**src/forgiving_base64_decoder_unit_assert.svh**
```systemverilog
// Assertion macros for the base64 decoder unit.
// Each macro expects clk and rst_n in scope.
`ifndef FORGIVING_BASE64_DECODER_UNIT_ASSERT_SVH
`define FORGIVING_BASE64_DECODER_UNIT_ASSERT_SVH

// Same-cycle implication.
`define B64D_ASSERT_NOW(label, ante, cons, msg) \
    label: assert property (@(posedge clk) disable iff (!rst_n) (ante) |-> (cons)) \
        else $error(msg);

// Next-cycle implication.
`define B64D_ASSERT_NEXT(label, ante, cons, msg) \
    label: assert property (@(posedge clk) disable iff (!rst_n) (ante) |=> (cons)) \
        else $error(msg);

`endif

```
**src/b64d_pkg.sv**
```systemverilog
`default_nettype none

package b64d_pkg;

    // Result item kinds
    typedef enum logic [1:0] {
        KIND_DATA       = 2'd0,
        KIND_OK         = 2'd1,
        KIND_BAD_LENGTH = 2'd2,
        KIND_BAD_CHAR   = 2'd3
    } item_kind_t;

    typedef struct packed {
        logic [7:0] out_byte;
        item_kind_t kind;
        logic       eom;
    } result_t;

    // Up to two results pushed per processed character
    typedef struct packed {
        logic [1:0] count;
        result_t    first;
        result_t    second;
    } push_t;

    // Character codes
    localparam logic [7:0] CH_PAD    = 8'h3D; // '='
    localparam logic [7:0] CH_DASH   = 8'h2D; // '-'
    localparam logic [7:0] CH_USCORE = 8'h5F; // '_'
    localparam logic [7:0] CH_PLUS   = 8'h2B; // '+'
    localparam logic [7:0] CH_SLASH  = 8'h2F; // '/'
    localparam logic [7:0] CH_UP_A   = 8'h41;
    localparam logic [7:0] CH_UP_Z   = 8'h5A;
    localparam logic [7:0] CH_LO_A   = 8'h61;
    localparam logic [7:0] CH_LO_Z   = 8'h7A;
    localparam logic [7:0] CH_DIG_0  = 8'h30;
    localparam logic [7:0] CH_DIG_9  = 8'h39;

    // Offsets from character code to sextet
    localparam logic [7:0] OFS_UPPER = 8'h41; // 'A' -> 0
    localparam logic [7:0] OFS_LOWER = 8'h47; // 'a' -> 26
    localparam logic [7:0] OFS_DIGIT = 8'h04; // '0' -> 52 (added)
    localparam logic [5:0] SEXTET_62 = 6'd62;
    localparam logic [5:0] SEXTET_63 = 6'd63;

    localparam int FIFO_DEPTH = 4;

endpackage

`default_nettype wire

```
**src/b64d_sextet_dec.sv**
```systemverilog
`default_nettype none

// Character to sextet lookup, both alphabets.
module b64d_sextet_dec (
    input  wire logic [7:0] in_char,
    output logic      [5:0] sextet,
    output logic            in_alphabet
);

    logic [7:0] diff;

    always_comb
    begin
        diff        = 8'h00;
        sextet      = 6'd0;
        in_alphabet = 1'b1;
        unique case (in_char) inside
            [b64d_pkg::CH_UP_A : b64d_pkg::CH_UP_Z]:
            begin
                diff   = in_char - b64d_pkg::OFS_UPPER;
                sextet = diff[5:0];
            end
            [b64d_pkg::CH_LO_A : b64d_pkg::CH_LO_Z]:
            begin
                diff   = in_char - b64d_pkg::OFS_LOWER;
                sextet = diff[5:0];
            end
            [b64d_pkg::CH_DIG_0 : b64d_pkg::CH_DIG_9]:
            begin
                diff   = in_char + b64d_pkg::OFS_DIGIT;
                sextet = diff[5:0];
            end
            b64d_pkg::CH_PLUS, b64d_pkg::CH_DASH:
            begin
                sextet = b64d_pkg::SEXTET_62;
            end
            b64d_pkg::CH_SLASH, b64d_pkg::CH_USCORE:
            begin
                sextet = b64d_pkg::SEXTET_63;
            end
            default:
            begin
                in_alphabet = 1'b0; // kept, decodes as zero
            end
        endcase
    end

endmodule

`default_nettype wire

```
**src/b64d_core.sv**
```systemverilog
`default_nettype none

// Input register, group state and shift-merge of sextets.
module b64d_core #(
    parameter  int DEPTH = b64d_pkg::FIFO_DEPTH,
    localparam int CW    = $clog2(DEPTH + 1)
) (
    input  wire logic          clk,
    input  wire logic          rst_n,
    input  wire logic          s_axis_tvalid,
    output logic               s_axis_tready,
    input  wire logic [7:0]    s_axis_tdata,
    input  wire logic          s_axis_tlast,
    input  wire logic [CW-1:0] fifo_free,
    output b64d_pkg::push_t    push
);

    logic       in_valid_reg, in_valid_next;
    logic [7:0] in_char_reg;
    logic       in_last_reg;

    logic [1:0] pos_reg, pos_next;
    logic [5:0] prior_reg, prior_next;
    logic       bad_reg, bad_next;

    logic [5:0] sextet;
    logic       sextet_ok;

    logic                 kept;
    logic                 has_data;
    logic [1:0]           pos_adv;
    logic                 bad_adv;
    logic [7:0]           data_byte;
    logic [1:0]           push_n;
    logic                 fire;
    b64d_pkg::item_kind_t end_kind;
    b64d_pkg::result_t    data_item;
    b64d_pkg::result_t    end_item;

    b64d_sextet_dec u_dec (
        .in_char     (in_char_reg),
        .sextet      (sextet),
        .in_alphabet (sextet_ok)
    );

    always_comb
    begin
        kept     = (in_char_reg != b64d_pkg::CH_PAD);
        has_data = kept && (pos_reg != 2'd0);
        pos_adv  = kept ? pos_reg + 2'd1 : pos_reg;
        bad_adv  = bad_reg | (kept & ~sextet_ok);

        unique case (pos_reg)
            2'd1:    data_byte = {prior_reg, sextet[5:4]};
            2'd2:    data_byte = {prior_reg[3:0], sextet[5:2]};
            2'd3:    data_byte = {prior_reg[1:0], sextet};
            default: data_byte = 8'h00;
        endcase

        if (pos_adv == 2'd1)
            end_kind = b64d_pkg::KIND_BAD_LENGTH;
        else if (bad_adv)
            end_kind = b64d_pkg::KIND_BAD_CHAR;
        else
            end_kind = b64d_pkg::KIND_OK;

        data_item = '{out_byte: data_byte, kind: b64d_pkg::KIND_DATA, eom: 1'b0};
        end_item  = '{out_byte: 8'h00, kind: end_kind, eom: 1'b1};

        push_n = {1'b0, has_data} + {1'b0, in_last_reg};
        // held character moves on only if the queue has room for all its results
        fire   = in_valid_reg && (CW'(push_n) <= fifo_free);

        push.count  = fire ? push_n : 2'd0;
        push.first  = has_data ? data_item : end_item;
        push.second = end_item;

        s_axis_tready = !in_valid_reg || fire;
        in_valid_next = s_axis_tready ? s_axis_tvalid : in_valid_reg;

        pos_next   = pos_reg;
        prior_next = prior_reg;
        bad_next   = bad_reg;
        if (fire)
        begin
            if (in_last_reg)
            begin
                pos_next   = 2'd0;
                prior_next = 6'd0;
                bad_next   = 1'b0;
            end
            else
            begin
                pos_next   = pos_adv;
                prior_next = kept ? sextet : prior_reg;
                bad_next   = bad_adv;
            end
        end
    end

    always_ff @(posedge clk or negedge rst_n)
    begin
        if (!rst_n)
        begin
            in_valid_reg <= 1'b0;
            pos_reg      <= 2'd0;
            prior_reg    <= 6'd0;
            bad_reg      <= 1'b0;
        end
        else
        begin
            in_valid_reg <= in_valid_next;
            pos_reg      <= pos_next;
            prior_reg    <= prior_next;
            bad_reg      <= bad_next;
        end
    end

    always_ff @(posedge clk)
    begin
        if (s_axis_tvalid && s_axis_tready)
        begin
            in_char_reg <= s_axis_tdata;
            in_last_reg <= s_axis_tlast;
        end
    end

endmodule

`default_nettype wire

```
**src/b64d_out_fifo.sv**
```systemverilog
`default_nettype none

// Result queue: up to two writes and one read per cycle.
module b64d_out_fifo #(
    parameter  int DEPTH = b64d_pkg::FIFO_DEPTH,
    localparam int CW    = $clog2(DEPTH + 1),
    localparam int PW    = $clog2(DEPTH)
) (
    input  wire logic            clk,
    input  wire logic            rst_n,
    input  wire b64d_pkg::push_t push,
    output logic [CW-1:0]        fifo_free,
    output logic                 m_axis_tvalid,
    input  wire logic            m_axis_tready,
    output logic [7:0]           m_axis_tdata,
    output logic [1:0]           m_axis_tuser,
    output logic                 m_axis_tlast
);

    b64d_pkg::result_t entry_reg [DEPTH];

    logic [PW-1:0] head_reg, head_next;
    logic [PW-1:0] tail_reg, tail_next;
    logic [CW-1:0] count_reg, count_next;
    logic [PW-1:0] tail_inc;
    logic          pop;
    b64d_pkg::result_t head_item;

    function automatic logic [PW-1:0] ptr_inc(input logic [PW-1:0] p);
        ptr_inc = (p == PW'(DEPTH - 1)) ? '0 : p + 1'b1;
    endfunction

    always_comb
    begin
        tail_inc  = ptr_inc(tail_reg);
        pop       = (count_reg != '0) && m_axis_tready;
        head_next = pop ? ptr_inc(head_reg) : head_reg;
        case (push.count)
            2'd1:    tail_next = tail_inc;
            2'd2:    tail_next = ptr_inc(tail_inc);
            default: tail_next = tail_reg;
        endcase
        count_next = count_reg + CW'(push.count) - CW'(pop);
        fifo_free  = CW'(DEPTH) - count_reg;

        head_item     = entry_reg[head_reg];
        m_axis_tvalid = (count_reg != '0);
        m_axis_tdata  = head_item.out_byte;
        m_axis_tuser  = head_item.kind;
        m_axis_tlast  = head_item.eom;
    end

    always_ff @(posedge clk or negedge rst_n)
    begin
        if (!rst_n)
        begin
            head_reg  <= '0;
            tail_reg  <= '0;
            count_reg <= '0;
        end
        else
        begin
            head_reg  <= head_next;
            tail_reg  <= tail_next;
            count_reg <= count_next;
        end
    end

    always_ff @(posedge clk)
    begin
        if (push.count == 2'd1 || push.count == 2'd2)
            entry_reg[tail_reg] <= push.first;
        if (push.count == 2'd2)
            entry_reg[tail_inc] <= push.second;
    end

endmodule

`default_nettype wire

```
**src/forgiving_base64_decoder_unit.sv**
```systemverilog
// Channel   Dir  tdata                  tuser            tlast
// s_axis    in   [7:0] in_char          -                final_char
// m_axis    out  [7:0] out_byte         [1:0] item_kind  end_of_message
//
// Steady flow takes one character per cycle while the result queue has room. A
// character is held in the input register and then written into the queue, whose
// head drives m_axis; a final character completing a byte queues two results.
// Reset (rst_n low, asynchronous) clears group state, flags and the queue.
// s_axis_tready drops only when the queue cannot hold all results of the held
// character; a stalled m_axis side fills the queue and then stalls input.
`default_nettype none

module forgiving_base64_decoder_unit #(
    // result queue depth, at least 2
    parameter int DEPTH = b64d_pkg::FIFO_DEPTH
) (
    input  wire logic       clk,
    input  wire logic       rst_n,

    input  wire logic       s_axis_tvalid,
    output logic            s_axis_tready,
    input  wire logic [7:0] s_axis_tdata,  // [7:0] in_char
    input  wire logic       s_axis_tlast,  // final_char

    output logic            m_axis_tvalid,
    input  wire logic       m_axis_tready,
    output logic [7:0]      m_axis_tdata,  // [7:0] out_byte
    output logic [1:0]      m_axis_tuser,  // [1:0] item_kind
    output logic            m_axis_tlast   // end_of_message
);

    localparam int CW = $clog2(DEPTH + 1);

    // free slots in the result queue, registered count based
    logic [CW-1:0]   fifo_free;
    b64d_pkg::push_t push;

    // '-' and '_' map onto '+' and '/', '=' is dropped, other
    // characters outside the alphabet decode as zero and flag the message
    b64d_core #(
        .DEPTH (DEPTH)
    ) u_core (
        .clk           (clk),
        .rst_n         (rst_n),
        .s_axis_tvalid (s_axis_tvalid),
        .s_axis_tready (s_axis_tready),
        .s_axis_tdata  (s_axis_tdata),
        .s_axis_tlast  (s_axis_tlast),
        .fifo_free     (fifo_free),
        .push          (push)
    );

    // queue decouples the two sides; head entry drives m_axis directly
    b64d_out_fifo #(
        .DEPTH (DEPTH)
    ) u_fifo (
        .clk           (clk),
        .rst_n         (rst_n),
        .push          (push),
        .fifo_free     (fifo_free),
        .m_axis_tvalid (m_axis_tvalid),
        .m_axis_tready (m_axis_tready),
        .m_axis_tdata  (m_axis_tdata),
        .m_axis_tuser  (m_axis_tuser),
        .m_axis_tlast  (m_axis_tlast)
    );

`include "forgiving_base64_decoder_unit_assert.svh"

    // end items carry a status and a zero byte
    `B64D_ASSERT_NOW(a_end_item_form, m_axis_tvalid && m_axis_tlast, (m_axis_tdata == 8'h00) && (m_axis_tuser != b64d_pkg::KIND_DATA), "end item with data byte or data kind")
    // data items never carry a status
    `B64D_ASSERT_NOW(a_data_item_form, m_axis_tvalid && !m_axis_tlast, m_axis_tuser == b64d_pkg::KIND_DATA, "data item with status kind")
    // empty queue offers nothing
    `B64D_ASSERT_NOW(a_empty_no_valid, fifo_free == CW'(DEPTH), !m_axis_tvalid, "valid result from empty queue")
    // queue never reports more free slots than its depth
    `B64D_ASSERT_NEXT(a_free_bound, 1'b1, fifo_free <= CW'(DEPTH), "result queue overflow")

endmodule

`default_nettype wire
```
**config.mk**
```make
export PLATFORM = sky130hd
export DESIGN_NAME = forgiving_base64_decoder_unit
export DESIGN_NICKNAME = d
export VERILOG_FILES = /design/src/b64d_pkg.sv /design/src/b64d_sextet_dec.sv /design/src/b64d_core.sv /design/src/b64d_out_fifo.sv /design/src/forgiving_base64_decoder_unit.sv
export VERILOG_INCLUDE_DIRS = /design/src /design/src/src
export SDC_FILE = /design/constraint.sdc
export NUM_CORES = 1
export LEC_CHECK = 0
export BUFFER_PORTS_ARGS = -buffer_cell sky130_fd_sc_hd__buf_2
export CAP_MARGIN = 20
export CORE_MARGIN = 5
export CORE_UTILIZATION = 45
export DETAILED_ROUTE_END_ITERATION = 10
export SKIP_CTS_REPAIR_TIMING = 1
export SYNTH_ARGS = -nofsm -noshare
export SYNTH_HDL_FRONTEND = slang
export SYNTH_HIERARCHICAL = 1
export SYNTH_SLANG_ARGS = --single-unit
export TNS_END_PERCENT = 50
```
**constraint.sdc**
```tcl
create_clock -name clk -period 11.45 [get_ports clk]
set_clock_uncertainty 0.15 [all_clocks]
set_input_delay 0.5725 -clock clk [delete_from_list [all_inputs] [get_ports clk]]
set_output_delay 0.5725 -clock clk [all_outputs]
set_load 0.1 [all_outputs]
```
Word level (Yosys, flattened, before mapping). Memory sizes are Yosys's and may differ from the RTL's. Index checks and enable logic that the tools add are counted.

Eq/ne operators: 14. Bitwise operators: 3. Mux-type cells: 20. Reduce and logical (&&, ||, !) cells: 18. Magnitude comparators: 7. Add/sub/neg operators: 11.

Operators by type and width (count): one-hot mux 6 bit (5 select lines) (1); == test 8 x 6 -> 1 bit, second input constant (3); one-hot mux 8 bit (3 select lines) (1); greater-or-equal comparator 8 x 7 -> 1 bit, second input constant (2); less-or-equal comparator 8 x 7 -> 1 bit, second input constant (2); two-way mux 2 bit (8); == test 2 bit, second input constant (6); two-way mux 6 bit (2); two-way mux 11 bit (1); adder 2 x 1 -> 2 bit, second input constant (4); == test 8 x 7 -> 1 bit, second input constant (1); greater-or-equal comparator 8 x 6 -> 1 bit, second input constant (1); less-or-equal comparator 8 x 6 -> 1 bit, second input constant (1); inequality test 8 x 6 -> 1 bit, second input constant (1); logical AND 1 bit (7); OR reduction 7 bit (1); adder 6 x 3 -> 6 bit, second input constant (1); == test 2 x 1 -> 1 bit, second input constant (3); two-way mux 1 bit (6); nonzero test 2 bit (3); subtractor 6 x 1 -> 6 bit, second input constant (1); subtractor 6 x 3 -> 6 bit, second input constant (1); one-hot mux 2 bit (2 select lines) (1); OR reduction 2 bit (2); 12 further kinds (13).

Memory bits (writable): 44. Output and inout port bits: 13. Memories kept: 1. Register bits after elaboration: 26. Bits of input ports: 13. Logic and storage cells: 83.

Memories: u_fifo.entry_reg (depth 4, width 11, rd ports 1, clocked after Yosys merged registers in 0, write ports 2, RTL line b64d_out_fifo.sv:20) `b64d_pkg::result_t entry_reg [DEPTH];`.

Logic depth before layout (Yosys ltp). Gate-level depths: netlist of the first run.

Word-level depth: 10. Gate-level depth with buffers: 17. Depth with buffers taken out: 16.

By module. The synthesis of the first run kept the hierarchy.

Modules (own cells, without submodules): b64d_out_fifo (area each 2682.6 um2, sequential area each 1496.4 um2, cells each 164, times used 1); b64d_core (area each 1244.9 um2, sequential area each 520.5 um2, cells each 124, times used 1); b64d_sextet_dec (area each 439.2 um2, sequential area each 0.0 um2, cells each 56, times used 1).

Worst setup path after synthesis of the first run. Ideal clock, no wire load.

Path kind: flip-flop to flip-flop. From: reg u_core.in_char_reg[7]. To: mem u_fifo/entry_reg[1][0] (netlist name), enable pin. Buffers on the path: 1. Data arrival time: 3.554 ns. Cell stages (with the launch flop): 14. Slack: 7.352 ns. Period minus slack after synthesis: 4.098 ns. Data required time: 10.906 ns. Setup time: 0.394 ns. Cell sequence: edfxtp_1 -> nor4b_4 -> nand2_1 -> nand2_1 -> buf_2 -> inv_1 -> ha_1 -> ha_1 -> nor2b_1 -> o21a_1 -> nor3_1 -> inv_1 -> ha_1 -> o21ai_0.

RTL lines: from (decl) (RTL line b64d_core.sv:19) `logic [7:0] in_char_reg;`; from (signal assigned) (RTL line b64d_core.sv:123) `in_char_reg <= s_axis_tdata;`; to (decl) (RTL line b64d_out_fifo.sv:20).

==> impl_metrics.json, run 1 <==
{
  "status": "complete, but fails checks",
  "failed_checks": "negative hold slack",
  "drv_cap": 0,
  "die_w_um": 109,
  "largest_register_ffs": 44,
  "overflow": 0,
  "ys.flop_type": "edfxtp_1",
  "via_per_inst": 5.38,
  "period_needed_ps": 4540,
  "fill_cells": 874,
  "root_buffer": "clkbuf_8",
  "place.gp.congestion": 0.900,
  "die_area_um2": 11800,
  "dr.pass1.iters": 6,
  "finalHoldViolations": 15,
  "clkLatencyLatePin_ps": 350,
  "vias": 2715,
  "detail-route-antenna-nets": 0,
  "cp_max_fo": 14,
  "start_util": 0.453,
  "cts_buffers": 9,
  "whs_ps": -7.65,
  "fmax_mhz": 220,
  "cts.sinks": 70,
  "first_global_vias": 2728,
  "htreeDepth": 3,
  "grt_pass1_wl_um": 14400,
  "synth_seq_area_share": 0.462,
  "grtUsageTotal": 0.163,
  "row_count": 36,
  "port_buffers": 25,
  "antenna_found_initial": 0,
  "critPathArrivalTime_ps": 4440,
  "crit_slowest_cell": "edfxtp_1",
  "drive_gt1_frac": 0.293,
  "slew_headroom": 0.482,
  "syn_area_um2": 4370,
  "worstSetupPathType": "reg2reg",
  "wl_um": 8870,
  "cp-start-kind": "flip-flop",
  "cp-end-kind": "flip-flop",
  "fin_nets": 409,
  "clockBufferDepth": 2,
  "hp-class": "in2async",
  "path_buf_inv": 4,
  "remaining_drc_errors": 0,
  "setup_violations": 0,
  "syn_area_per_cell_um2": 12.7,
  "dp_hpwl_um": 6320,
  "die_h_um": 109,
  "async_reset_ff_frac": 0.243,
  "reg2reg_slack_ps": 6910,
  "synth_edf_count": 53,
  "path_delay_family": "simple AND/OR/NAND/NOR gates",
  "ios": 26,
  "cpPeakStageDelay_ps": 570,
  "synth_cell_type_count": 54,
  "clk_pin_slew_ps": 80,
  "synth_warnings": 6,
  "crit_path_cell_trace": "nor4b_4 > nand2_1 > nand2_1 > inv_1 > ha_1 > inv_1 > ha_1 > a21oi_1 > o21a_1 > nor3_1 > inv_1 > ha_1 > nand2_1 > o21ai_0 > buf_4",
  "area_delta_synth_final_pct": 8.74,
  "report.final.slew_viol_count": 0,
  "tightestPinTransition_ps": 777,
  "finalSetupTns_ps": 0,
  "synth_cells": 344,
  "dr.first_iter.drc_count": 253,
  "antennaDiodeCount": 0,
  "ys_ff_latch": 70,
  "period_share": 0.396,
  "grt_setup_unrepaired": "false",
  "grt_max_degree": 19,
  "wire_per_inst_um": 17.6,
  "worstPathRequired_ps": 11360,
  "core_um2": 9640,
  "cts_tree": "built"
}
[cell usage in the layout (no fill, tap or decap), types with 3 or more instances in the layout]
master,netlist,layout
a222oi_1,8,8
nand2_1,10,10
inv_1,29,29
edfxtp_1,53,53
nor2b_1,3,3
a21oi_1,7,7
buf_2,3,25
nor3_1,3,3
nand3b_1,7,7
nand3_1,3,3
xnor2_1,5,5
clkbuf_8,0,9
conb_1,2,9
mux4_2,10,10
dfrtp_1,17,17
buf_4,15,4
o21ai_0,13,13
mux2_2,46,46
o211ai_1,9,9
nor2_1,11,11
ha_1,27,27
o221ai_1,4,4
nand2b_1,12,12
[final timing paths]
path | startpoint | to | cells after the start
worst max-delay path | u_core/in_char_reg[1] | u_fifo/entry_reg[0][9] | 15
worst max register to register | u_core/in_char_reg[1] | u_fifo/entry_reg[0][9] | 15
min in group clk | s_axis_tdata[1] | u_core/in_char_reg[1] | 1
worst min register to register | u_core/prior_reg[4] | u_core/prior_reg[4] | 2
max in group asynchronous | rst_n | u_fifo/tail_reg[1] | 1
worst min-delay path | rst_n | u_fifo/count_reg[2] | 1
[final cells by class]
| type | count | area (um^2) | area share |
|---|---|---|---|
| inverter | 29 | 109 | 0.0229 |
| sequential | 70 | 2020 | 0.425 |
| multi-input combinational | 228 | 2100 | 0.443 |
| timing repair buffer | 29 | 155 | 0.0327 |
| clock inverter | 6 | 71.3 | 0.0150 |
| tap | 133 | 166 | 0.0350 |
| clock buffer | 10 | 128 | 0.0269 |
[per-layer routing]
| metal | global-route usage | part of all wire | vias to the layer above |
|---|---|---|---|
| li1 | - | - | 1325 |
| met1 | 0.234 | 0.49 | 1319 |
| met2 | 0.248 | 0.46 | 63 |
| met3 | 0.0251 | 0.036 | 8 |
| met4 | 0.0649 | 0.013 | 0 |
| met5 | 0 | 0 | - |
[stage by stage]
stage | utilization | area (um^2) | hold slack [ps] | setup slack (ps) | cells
after CTS | 0.493 | 4750 | -1.37 | 6940 | 505
after detailed placement | 0.472 | 4550 | 387 | 6960 | 489
after global routing | 0.493 | 4750 | 36.8 | 6570 | 505
after floorplan | - | 4390 | 127 | 7350 | 351
final | 0.493 | 4750 | -7.65 | 6910 | 505
after global placement | 0.472 | 4550 | 381 | 7140 | 489
[logic make-up after synthesis]
| kind of cell | after synthesis | synth area share |
|---|---|---|
| other | 2 | 0.00172 |
| adders and majority gates | 29 | 0.0865 |
| muxes | 58 | 0.179 |
| DFF | 70 | 0.462 |
| buffers and inverters | 53 | 0.0627 |
| xor gates and xnor gates | 7 | 0.0140 |
| and+or+nand+nor | 64 | 0.0905 |
| AOI/OAI and AO/OA | 61 | 0.104 |
[synthesized netlist by cell type (all sizes together) (3+ instances only)]
cell type	count	share of area
edfxtp	53	0.36
mux2	46	0.12
inv	29	0.025
ha	27	0.077
buf	23	0.037
dfrtp	17	0.097
o21ai	15	0.017
nand2b	12	0.017
mux4	11	0.058
nor2	11	0.0095
nand2	10	0.0086
o211ai	10	0.018
a222oi	8	0.018
a21oi	7	0.0080
nand3b	7	0.012
xnor2	5	0.010
nor3	4	0.0057
o221ai	4	0.0080
a211oi	3	0.0063
and2	3	0.0049
nand3	3	0.0034
nor2b	3	0.0043
nor3b	3	0.0063
Power of run 1 is left out: the tool's default activity adds up to more than one toggle a clock period on the data nets, which glitch-free logic cannot reach.
==> run 2, diff against run 1 <==
clock period = 4.2 ns   (was 11.45 ns; I/O delays follow)
==> run 2 against run 1 <==
Against the previous run:
- the run now ends clean
- wire length increased by 4.1%
- count of clock-buffer cells in the layout decreased by 1
- fmax increased by 16%
- via count increased by 5.3%
- sequential cell count unchanged
- register-to-register slack got worse by 6600 ps
- utilization increased by 3.3 points
- critical path type unchanged
==> impl_metrics.json, run 2 (synthesized netlist as in run 1, its figures left out) <==
{
  "worst_r2r_path_depth": 14,
  "antennaDiodeCount": 0,
  "cts_tree": "built",
  "utilization": 0.526,
  "die_h_um": 109,
  "row_count": 36,
  "stdcell_area_um2": 5070,
  "tightestPinTransition_ps": 831,
  "dr.pass1.iters": 8,
  "vias": 2858,
  "start_util": 0.453,
  "setup_violations": 0,
  "status": "complete, no violations",
  "hp-class": "in2async",
  "remaining_drc_errors": 0,
  "port_buffers": 25,
  "drv_cap": 0,
  "htreeDepth": 3,
  "dr.first_iter.drc_count": 171,
  "r2r_end": "u_fifo/entry_reg[3][4]",
  "die_area_um2": 11800,
  "crit_slowest_cell": "edfxtp_1",
  "worstPathRequired_ps": 4090,
  "core_um2": 9640,
  "clkLatencyLatePin_ps": 350,
  "via_per_inst": 5.32,
  "dpl_cell_area_um2": 4680,
  "overflow": 0,
  "first_global_vias": 3067,
  "slew_headroom": 0.446,
  "cp-start-kind": "flip-flop",
  "clk_pin_slew_ps": 80,
  "clockBufferDepth": 2,
  "reg2reg_slack_ps": 280,
  "period_share": 0.933,
  "period_needed_ps": 3920,
  "ios": 26,
  "worstSetupPathType": "reg2reg",
  "grt_max_degree": 18,
  "cts_buffers": 9,
  "place.gp.congestion": 0.815,
  "grtUsageTotal": 0.174,
  "grt_pass1_wl_um": 15400,
  "root_buffer": "clkbuf_8",
  "path_delay_family": "simple AND/OR/NAND/NOR gates",
  "wl_um": 9240,
  "critPathArrivalTime_ps": 3810,
  "area_delta_synth_final_pct": 16.1,
  "crit_path_cell_trace": "nor4b_4 > nand2_1 > nand2_1 > inv_1 > ha_1 > ha_1 > nor2b_1 > o21ai_1 > and3_1 > ha_1 > nand2_1 > buf_4 > o21ai_0 > buf_4",
  "cpPeakStageDelay_ps": 490,
  "detail-route-antenna-nets": 0,
  "dp_hpwl_um": 6470,
  "cts.sinks": 70,
  "final_common_cell": "edfxtp_1",
  "drive_gt1_frac": 0.329,
  "cp_max_fo": 8,
  "report.final.slew_viol_count": 0,
  "fmax_mhz": 255,
  "largest_register_ffs": 44,
  "path_buf_inv": 3,
  "rr_startpoint": "u_core/in_char_reg[7]",
  "fin_nets": 441,
  "path_depth": 14,
  "cp-end-kind": "flip-flop",
  "die_w_um": 109,
  "wire_per_inst_um": 17.2,
  "finalHoldViolations": 0,
  "antenna_found_initial": 0,
  "layout_common_cells": "edfxtp_1 (53), mux2_2 (46), inv_1 (29), ha_1 (27)"
}
## run 2: worst max-delay path by stage
| stage | start | end | slack [ps] |
|---|---|---|---|
| 2_1_floorplan | u_core/in_char_reg[7] | u_fifo/entry_reg[1][0] | 100 |
| 3_3_place_gp | u_core/in_char_reg[2] | u_fifo/entry_reg[2][6] | 280 |
| 3_5_place_dp | u_core/in_char_reg[2] | u_fifo/entry_reg[3][4] | 210 |
| 4_1_cts | u_core/in_char_reg[2] | u_fifo/entry_reg[3][4] | 200 |
| 5_1_grt | u_core/in_char_reg[2] | u_fifo/entry_reg[3][4] | -3 |
| 6_report | u_core/in_char_reg[7] | u_fifo/entry_reg[3][4] | 280 |
## run 2: layout make-up
type / instances / area [um^2]
fill: 854 / 4570
multi-input combinational: 228 / 2110
sequential: 70 / 2020
timing repair buffer: 61 / 423
tap: 133 / 166
clock buffer: 9 / 124
clock inverter: 7 / 120
inverter: 29 / 109
## run 2: per-layer routing
layer  track usage  wire, um
met3        0.0322       281
met1         0.220      4250
met5             0         0
met2         0.293      4600
met4        0.0739       101
## run 2: metrics by stage
stage                     worst slack [ps]  hold WS (ps)  TNS, ps  cells
after global routing                 -2.80           205    -2.80    537
after CTS                              199          -379        0    523
final                                  280           166        0    537
after global placement                 275          10.7        0    507
after detailed placement               206          15.6        0    507
after floorplan                        102          -236        0    351
Power of run 2 is left out for the same reason.
